$ cat src/rtl/assert_macros.svh
// assertion helpers shared by the rtl
`ifndef ASSERT_MACROS_SVH
`define ASSERT_MACROS_SVH

// same-cycle implication, off while in reset
`define ASSERT_IMPLY(label, clk, rst_n, ante, cons) \
	label: assert property (@(posedge clk) disable iff (!(rst_n)) (ante) |-> (cons)) \
		else $error("assertion failed");

// next-cycle implication, off while in reset
`define ASSERT_NEXT(label, clk, rst_n, ante, cons) \
	label: assert property (@(posedge clk) disable iff (!(rst_n)) (ante) |=> (cons)) \
		else $error("assertion failed");

`endif

$ cat src/rtl/tqle_pkg.sv
`timescale 1ns / 1ps

package tqle_pkg;

	localparam int CFG_IDX_W  = 3;
	localparam int CFG_DATA_W = 17;
	localparam int ACT_IDX_W  = 4;
	localparam int Q_W        = 32;

	localparam logic [CFG_IDX_W-1:0] CFG_EXPLORE_RATE = 3'd0;
	localparam logic [CFG_IDX_W-1:0] CFG_LEARN_RATE   = 3'd1;
	localparam logic [CFG_IDX_W-1:0] CFG_DISCOUNT     = 3'd2;
	localparam logic [CFG_IDX_W-1:0] CFG_ROWS         = 3'd3;
	localparam logic [CFG_IDX_W-1:0] CFG_COLS         = 3'd4;
	localparam logic [CFG_IDX_W-1:0] CFG_ACTIONS      = 3'd5;

	localparam logic [16:0] EXPLORE_RST  = 17'd0;
	localparam logic [15:0] LEARN_RST    = 16'd655;
	localparam logic [15:0] DISCOUNT_RST = 16'd64881;
	localparam logic [4:0]  ROWS_RST     = 5'd16;
	localparam logic [4:0]  COLS_RST     = 5'd16;
	localparam logic [3:0]  ACTIONS_RST  = 4'd4;

	localparam logic REQ_ACTION = 1'b0;
	localparam logic REQ_UPDATE = 1'b1;

	typedef enum logic [3:0] {
		ST_CLEAR,
		ST_IDLE,
		ST_CHECK,
		ST_SCAN,
		ST_DRAIN,
		ST_MUL_D,
		ST_CALC_E,
		ST_MUL_S,
		ST_APPLY,
		ST_FINISH
	} ctrl_state_t;

	typedef enum logic [1:0] {
		RD_NONE,
		RD_Q,
		RD_SCAN_FIRST,
		RD_SCAN_NEXT
	} rd_tag_t;

	typedef struct packed {
		logic                 capture;
		logic                 clear_step;
		rd_tag_t              rd_tag;
		logic [ACT_IDX_W-1:0] scan_act;
		logic                 mul_d;
		logic                 calc_e;
		logic                 mul_s;
		logic                 apply;
		logic                 load_out;
	} dp_cmd_t;

	typedef struct packed {
		logic clear_last;
		logic bad;
		logic explore_hit;
		logic is_update;
		logic scan_last;
	} dp_status_t;

endpackage

$ cat src/rtl/tqle_ctrl.sv
`timescale 1ns / 1ps
`include "assert_macros.svh"

module tqle_ctrl (
	input  logic                  clk,
	input  logic                  arst_n,
	input  logic                  in_valid,
	output logic                  in_stall,
	output logic                  out_valid,
	input  logic                  out_stall,
	output tqle_pkg::dp_cmd_t     cmd,
	input  tqle_pkg::dp_status_t  status
);

	tqle_pkg::ctrl_state_t                state_q;
	tqle_pkg::ctrl_state_t                state_d;
	logic [tqle_pkg::ACT_IDX_W-1:0]       cnt_q;
	logic                                 out_valid_q;
	logic                                 out_free;

	assign out_free  = !out_valid_q || !out_stall;
	assign out_valid = out_valid_q;

	always_comb begin
		state_d = state_q;
		case (state_q)
			tqle_pkg::ST_CLEAR: begin
				if (status.clear_last) begin
					state_d = tqle_pkg::ST_IDLE;
				end
			end
			tqle_pkg::ST_IDLE: begin
				if (in_valid) begin
					state_d = tqle_pkg::ST_CHECK;
				end
			end
			tqle_pkg::ST_CHECK: begin
				if (status.bad || (!status.is_update && status.explore_hit)) begin
					state_d = tqle_pkg::ST_FINISH;
				end else begin
					state_d = tqle_pkg::ST_SCAN;
				end
			end
			tqle_pkg::ST_SCAN: begin
				if (status.scan_last) begin
					state_d = tqle_pkg::ST_DRAIN;
				end
			end
			tqle_pkg::ST_DRAIN: begin
				state_d = status.is_update ? tqle_pkg::ST_MUL_D : tqle_pkg::ST_FINISH;
			end
			tqle_pkg::ST_MUL_D:  state_d = tqle_pkg::ST_CALC_E;
			tqle_pkg::ST_CALC_E: state_d = tqle_pkg::ST_MUL_S;
			tqle_pkg::ST_MUL_S:  state_d = tqle_pkg::ST_APPLY;
			tqle_pkg::ST_APPLY:  state_d = tqle_pkg::ST_FINISH;
			tqle_pkg::ST_FINISH: begin
				if (out_free) begin
					state_d = tqle_pkg::ST_IDLE;
				end
			end
			default: state_d = tqle_pkg::ST_IDLE;
		endcase
	end

	always_comb begin
		cmd      = '0;
		in_stall = 1'b1;
		case (state_q)
			tqle_pkg::ST_CLEAR: cmd.clear_step = 1'b1;
			tqle_pkg::ST_IDLE: begin
				in_stall    = 1'b0;
				cmd.capture = in_valid;
			end
			tqle_pkg::ST_CHECK: begin
				if (!status.bad && status.is_update) begin
					cmd.rd_tag = tqle_pkg::RD_Q;
				end
			end
			tqle_pkg::ST_SCAN: begin
				cmd.scan_act = cnt_q;
				cmd.rd_tag   = (cnt_q == '0) ? tqle_pkg::RD_SCAN_FIRST : tqle_pkg::RD_SCAN_NEXT;
			end
			tqle_pkg::ST_MUL_D:  cmd.mul_d    = 1'b1;
			tqle_pkg::ST_CALC_E: cmd.calc_e   = 1'b1;
			tqle_pkg::ST_MUL_S:  cmd.mul_s    = 1'b1;
			tqle_pkg::ST_APPLY:  cmd.apply    = 1'b1;
			tqle_pkg::ST_FINISH: cmd.load_out = out_free;
			default: cmd = '0;
		endcase
	end

	always_ff @(posedge clk or negedge arst_n) begin
		if (!arst_n) begin
			state_q     <= tqle_pkg::ST_CLEAR;
			cnt_q       <= '0;
			out_valid_q <= 1'b0;
		end else begin
			state_q <= state_d;
			if (state_q == tqle_pkg::ST_CHECK) begin
				cnt_q <= '0;
			end else if (state_q == tqle_pkg::ST_SCAN) begin
				cnt_q <= cnt_q + 1'b1;
			end
			if (cmd.load_out) begin
				out_valid_q <= 1'b1;
			end else if (!out_stall) begin
				out_valid_q <= 1'b0;
			end
		end
	end

	// a word only shows up after the finish step
	`ASSERT_IMPLY(a_out_from_finish, clk, arst_n, $rose(out_valid_q),
		$past(state_q) == tqle_pkg::ST_FINISH)

	// nothing taken in before the table is cleared
	`ASSERT_IMPLY(a_no_accept_in_clear, clk, arst_n, state_q == tqle_pkg::ST_CLEAR,
		in_stall && !cmd.capture && !out_valid_q)

endmodule

$ cat config.mk
export PLATFORM = sky130hd
export DESIGN_NAME = tqle_ctrl
export DESIGN_NICKNAME = d
export VERILOG_FILES = /design/src/rtl/tqle_pkg.sv /design/src/rtl/tqle_ctrl.sv
export VERILOG_INCLUDE_DIRS = /design/src /design/src/rtl
export SDC_FILE = /design/constraint.sdc
export NUM_CORES = 1
export LEC_CHECK = 0
export BUFFER_PORTS_ARGS = -buffer_cell sky130_fd_sc_hd__buf_2
export CAP_MARGIN = 40
export CORE_MARGIN = 1
export CORE_UTILIZATION = 45
export DETAILED_ROUTE_END_ITERATION = 12
export GPL_TIMING_DRIVEN = 0
export PLACE_DENSITY = 0.8
export SYNTH_ARGS = -nofsm -noshare
export SYNTH_HDL_FRONTEND = slang
export SYNTH_SLANG_ARGS = --single-unit
$ cat constraint.sdc
create_clock -name clk -period 1.6 [get_ports clk]
set_input_delay 0.16 -clock clk [delete_from_list [all_inputs] [get_ports clk]]
set_output_delay 0.16 -clock clk [all_outputs]
set_load 0.01 [all_outputs]
======== After elaboration in Yosys (flattened, before gate mapping) ========
Cells that the tools add are included.
storage, ports and cells
  word-level logic and storage cells ...... 53
  bits in registers ....................... 9
  input bits .............................. 9
  output and inout bits ................... 15
operators by class
  equality and inequality tests ........... 14
  muxes and demuxes ....................... 23
  add/subtract/negate cells ............... 1
  reductions and logical operators ........ 12
operators by type and width
  cell                                                                      count
  4-bit one-hot mux with 10 select lines                                    1
  4-bit two-way mux                                                         9
  4-bit by 3-bit == test with 1-bit output (second input constant)          4
  1-bit two-way mux                                                         12
  4-bit by 2-bit == test with 1-bit output (second input constant)          2
  4-bit == test (second input constant)                                     2
  4-bit zero test                                                           2
  2-bit inequality test (second input constant)                             4
  4-bit by 1-bit adder with 4-bit output (second input constant)            1
  4-bit by 1-bit == test with 1-bit output (second input constant)          1
  1-bit zero test                                                           4
  2-bit one-hot mux with 2 select lines                                     1
  4-bit AND reduction                                                       1
  1-bit logical AND                                                         2
  1-bit logical OR                                                          2
  2-bit by 1-bit inequality test with 1-bit output (second input constant)  1
  2-bit nonzero test                                                        1

======== Longest topological paths before layout ========
Gate-level depths: netlist of the first run.
  word-level depth ........................ 5
  gate-level depth with buffers ........... 5
  depth with buffers taken out ............ 4

======== Worst setup path before layout of the first run ========
Ideal clock, no wire load.
  path kind ............................... flip-flop to output port
  start ................................... register state_q[0]
  end ..................................... output port cmd[9] in the netlist's numbering
  slack ................................... 198 ps
  path buffers ............................ 1
  arrival ................................. 1242 ps
  cell stages (with the launch flop) ...... 4
  required time ........................... 1440 ps
  cell sequence ........................... dfrtp_1 buf_6 or4b_4 o32ai_2
RTL lines
  item                    RTL line         text
  from (decl)             tqle_ctrl.sv:15  tqle_pkg::ctrl_state_t state_q;
  from (signal assigned)  tqle_ctrl.sv:94  state_q <= tqle_pkg::ST_CLEAR;
  from (signal assigned)  tqle_ctrl.sv:98  state_q <= state_d;
  to (decl)               tqle_ctrl.sv:11  output tqle_pkg::dp_cmd_t cmd,

==> results.cfg, run 1 <==
[worst_setup_path]
worst-r2r-cell-count = 6
crit_fanout = 4
critPathKind = reg2out
crit_arrival_ns = 1.60
critPathRequiredTime_ns = 1.44
end_kind = primary output
critical_path.reg2reg.endpoint = state_q[0]
reg2reg_slack_ns = -0.07
reg2reg_from = state_q[0]
critPathLaunchType = flop
startpoint = state_q[0]

[global_routing]
grt_pass1_vias = 518
antenna_found_initial = 0
grt_pass1_wl_mm = 2.32
gr-usage-all-layers_pct = 21.4
grt_overflow_total = 0
grt_max_degree = 11

[floorplan]
core_area_sq_um = 1370
design.die.area_sq_um = 1690
die_h_um = 41.1
die_w_um = 41.1
ioPinCount = 24
core.rowCount = 13
initial_core_util_pct = 50.4

[drt]
drtPass1Iterations = 4
remaining_drc_errors = 0
vias = 693
viasPerCell = 5.54
wire_per_inst_um = 13.9
ant_nets = 0
drt_iter0_drc = 1
routed_wl_mm = 1.74

[logic_synthesis]
synthesis.nets = 89
ys.flop_type = dfrtp_1
avgSynthCellArea_sq_um = 8.82
synth_top_area_share_pct = 32.7
yosysUniqueCellTypes = 40
yosysSeqAreaShare_pct = 32.7
async_reset_ff_share_pct = 100
synthTopCellsByArea = dfrtp_1 33%, nor2b_1 5.5%, nand2_1 3.8%, ha_1 3.6%, o21ai_0 3.6%
yosysWarnings = 0
ys_seq_elements = 9
synth_area_sq_um = 688
yosysTopAreaCell = dfrtp_1
synth_edf_count = 0
syn_inst = 78

[placement]
dp_hpwl_mm = 1.16
dpl_cell_area_sq_um = 822
gp_congestion = 0.820
portBuffers = 23

[timing]
slew-limit-headroom_pct = 81.7
layout_min_cycle_time_ns = 1.76
maxSlewViolCount = 0
final.setup_skew_ns = 0.000950
max_freq_mhz = 568
setup_viol = 6
finalHoldViolations = 0
rsz0062_at_grt = yes
fin_ws_ns = -0.161
period_share_pct = 110
setup_tns_ns = -0.528
worst_pin_slew_ns = 0.274

[clock_network]
cts-root-buf = clkbuf_4
htree_num_levels = 1
clock_sinks = 9
numCtsBuffers = 3
clk_pin_slew_worst_paths_ns = 0.06
insertion_delay_ns = 0.25
cts_buffer_depth = 2
cts_tree = done

[finish]
drive_gt1_share_pct = 46.4
stdcell_area_sq_um = 997
diodes = 0
layout.nets = 122
syn2layout_area_growth_pct = 44.9

[pwr]
power_mw = 1.67
p_leak_nw = 0.493
powerDensity_nw_per_um2 = 1670
vdd_drop_max_mv = 1.07

[run]
drv_cap = 0

[min_path]
min_from = out_stall
min_to = out_valid
holdPathStages = 3
hp-class = in2reg

[outcome]
violations = setup timing
status = finished with violations
[final cells by class]
class	count	area, sq um
clock buffer	4	26.3
buffer	5	38.8
sequential	9	226
timing repair buffer	28	181
tap	15	18.8
inverter	4	17.5
multi-input combinational	60	488
fill	100	369
[routing by layer]
layer  global-route usage (%)  wire length (um)  up-vias
li1                         -                 -      344
met1                     31.1               811      332
met2                     28.9               849       15
met3                     8.15                69        2
met4                     5.65                 7        0
met5                        0                 0        -
[worst max path at each step]
stage	end	cells after the start
finish	cmd[9]	4
floorplan	cmd[9]	3
detailed placement	cmd[9]	4
CTS	cmd[9]	4
global route	cmd[9]	4
global placement	cmd[9]	4
[Yosys cell counts (all sizes together), types with 2 or more instances]
cell type  number
inv             4
buf             5
a21oi           2
ha              2
and2            2
mux2i           2
o21ai           6
nor2            6
dfrtp           9
nand2           7
nor3b           2
nor2b           6
[registers in the layout (all words and copies together), names as in the netlist]
name and count:
cnt_q 4, state_q 4, out_valid 1
[per-stage QoR]
stage / std cells / setup slack (ns) / hold WS [ns] / utilization [%]
6_report: 125 / -0.161 / 0.174 / 73.0
4_1_cts: 121 / -0.192 / 0.159 / 63.6
3_5_place_dp: 116 / 0.0883 / 0.0241 / 60.2
5_1_grt: 125 / -0.204 / 0.180 / 73.0
3_3_place_gp: 116 / 0.0953 / 0.0233 / 60.2
2_1_floorplan: 78 / 0.198 / -0.136 / -
[report_power, final]
group          switching [mW]  leakage (nW)  internal [mW]  total, mW
Sequential             0.0934         0.117          0.312      0.406
Combinational           0.530         0.361          0.560       1.09
Clock                  0.0735        0.0150         0.0957      0.169
Total                   0.697         0.493          0.968       1.67
[cell families (layout without fill, tap and decap cells)]
| kind of cell | Yosys count | in the layout | share of synthesized area [%] |
|---|---|---|---|
| AOI/OAI and AO/OA | 15 | 15 | 15.3 |
| buffers and inverters | 9 | 41 | 6.73 |
| DFF | 9 | 9 | 32.7 |
| xor gates and xnor gates | 1 | 1 | 1.27 |
| muxes | 3 | 3 | 4.55 |
| adders and majority gates | 2 | 2 | 3.64 |
| and+or+nand+nor | 39 | 39 | 35.8 |
[what timing repair did]
action / CTS / global route
hold endpoints to repair: 9 / 0
endpoints found under the setup margin: 8 / 10
pin swaps: 0 / 1
hold buffers: 1 / 0
gates resized for setup: 3 / 21
buffers inserted: 0 / 4
[critical path, stage by stage, from the launching register on]
cell and delay, ns:
dfrtp_1 0.37, buf_6 0.12, or4b_4 0.50, o32ai_2 0.20, buf_2 0.16
[placed cells by master, fill, tap and decap left out, drive strengths merged, types with 2 or more instances in the layout]
cell / Yosys / layout
buf: 5 / 29
dfrtp: 9 / 9
nand2: 7 / 7
clkbuf: 0 / 7
nor2: 6 / 6
o21ai: 6 / 6
nor2b: 6 / 6
inv: 4 / 4
and2: 2 / 2
a21oi: 2 / 2
mux2i: 2 / 2
ha: 2 / 2
nor3b: 2 / 2
No activity file was read; power rests on OpenSTA's default activity.
==> run 2: changes to the inputs <==
--- a/config.mk
+++ b/config.mk
@@ -11,7 +11,6 @@
 export CORE_MARGIN = 1
 export CORE_UTILIZATION = 45
 export DETAILED_ROUTE_END_ITERATION = 12
-export GPL_TIMING_DRIVEN = 0
 export PLACE_DENSITY = 0.8
 export SYNTH_ARGS = -nofsm -noshare
 export SYNTH_HDL_FRONTEND = slang
==> run 2 against run 1 <==
The run still ends with setup timing left. First-iteration DRC count increased to 28 times the previous value. Flip-flop and latch count unchanged. Maximum frequency is 3.0% lower. Combinational power up 22%. Largest cell class unchanged. Sequential power up 2%. Final area increased by 9.5%. Setup slack worse by 0.054 ns. Clock skew down 0.00082 ns. Global-route usage grew 6.9 points. Clock power rose by 8%. Count of clock-buffer cells in the layout unchanged. Critical path depth down 1.
==> results.cfg, run 2 (synthesis gave the netlist of run 1 again) <==
[outcome]
status = finished with violations
violations = setup timing

[finish]
multi_input_area_sq_um = 494
syn2layout_area_growth_pct = 58.7
final.fill_count = 84
final_common_cell = buf_2
final-seq-area_sq_um = 226
layout.nets = 134
diodes = 0
drive_gt1_share_pct = 50.8
final_cell_mix = 23 x buf_2, 14 x buf_4, 8 x dfrtp_1
utilization_pct = 79.9
stdcell_area_sq_um = 1090

[pwr]
p_leak_nw = 0.556
powerDensity_nw_per_um2 = 1770
vdd_drop_max_mv = 1.19
power_mw = 1.93

[drt]
ant_nets = 0
routed_wl_mm = 2.56
vias = 813
remaining_drc_errors = 0
drtPass1Iterations = 4
viasPerCell = 5.93
drt_iter0_drc = 28
wire_per_inst_um = 18.7

[placement]
dp_slack_ns = 0.114
dp_hpwl_mm = 1.31
dpl_cell_area_sq_um = 851
gp_congestion = 0.894
portBuffers = 23

[clock_network]
cts_buffer_depth = 2
htree_num_levels = 1
insertion_delay_ns = 0.27
clk_pin_slew_worst_paths_ns = 0.06
cts-root-buf = clkbuf_4
cts_tree = done
clock_sinks = 9
numCtsBuffers = 3

[timing]
setup_viol = 8
final.setup_skew_ns = 0.000133
rsz0062_at_grt = yes
finalHoldViolations = 0
fin_ws_ns = -0.215
slew-limit-headroom_pct = 82.3
maxSlewViolCount = 0
layout_min_cycle_time_ns = 1.81
max_freq_mhz = 551
worst_pin_slew_ns = 0.265
timing.hold.ws_ns = 0.140
period_share_pct = 113

[global_routing]
grt_pass1_wl_mm = 2.88
gr-usage-all-layers_pct = 28.3
grt_pass1_vias = 635
antenna_found_initial = 0
grt_overflow_total = 0
grt_max_degree = 10

[floorplan]
initial_core_util_pct = 50.4
core.rowCount = 13
die_w_um = 41.1
design.die.area_sq_um = 1690
core_area_sq_um = 1370
die_h_um = 41.1
ioPinCount = 24

[worst_setup_path]
reg2reg_slack_ns = -0.02
crit_fanout = 3
critical_path.reg2reg.endpoint = cnt_q[3]
critPathLaunchType = flop
reg2reg_from = state_q[3]
end_kind = primary output
crit_path_end = cmd[9]
crit_arrival_ns = 1.65
worst-r2r-cell-count = 7
startpoint = state_q[3]
critPathRequiredTime_ns = 1.44
critPathKind = reg2out

[run]
drv_cap = 0

[min_path]
hp-class = in2reg
-- run 2: cell count changes in the layout (fill, tap and decap cells not counted), sizes merged --
cell,previous run,this run
buf,29,44
clkbuf,7,4
-- run 2: stage by stage --
step	TNS [ns]	std cells
2_1_floorplan	0	78
3_3_place_gp	0	119
6_report	-0.693	137
4_1_cts	-0.153	131
5_1_grt	-1.15	137
3_5_place_dp	0	119
-- run 2: layout make-up --
cell class | instances | area share (%)
multi-input cells | 60 | 45.2
repair buffers | 45 | 28.3
flip-flops and latches | 9 | 20.7
clock buffers | 4 | 2.41
well taps | 15 | 1.72
inverters | 4 | 1.60
-- run 2: how the worst min path moves through the flow --
stage	depth (start not counted)	start	slack, ns	endpoint
after global placement	1	arst_n	0.02	cnt_q[2]
final	3	out_stall	0.14	out_valid
after global routing	3	out_stall	0.16	out_valid
after detailed placement	1	arst_n	0.02	state_q[0]
after CTS	3	out_stall	0.14	out_valid
after floorplan	0	arst_n	-0.14	cnt_q[0]
-- run 2: repair_timing --
action,4_1_cts,5_1_grt
pin swaps,3,4
hold buffers,1,0
resized for setup,6,18
buffers inserted,8,6
setup endpoints to repair,9,9
hold endpoints to repair,9,0
-- run 2: critical path: stages, from the launching register on --
cell	delay, ns
dfrtp_1	0.42
or4b_4	0.57
o32ai_2	0.22
buf_2	0.17
-- run 2: power by group --
group	internal (mW)	switching, mW
combinational	0.689	0.646
clock	0.0965	0.0854
sequential	0.312	0.103
-- run 2: routing by layer --
metal,wire length [um],global-route usage [%],up-vias
li1,-,-,368
met1,964,32.9,385
met2,1270,44.5,47
met3,207,10.9,13
met4,112,14.5,0
met5,0,0,-
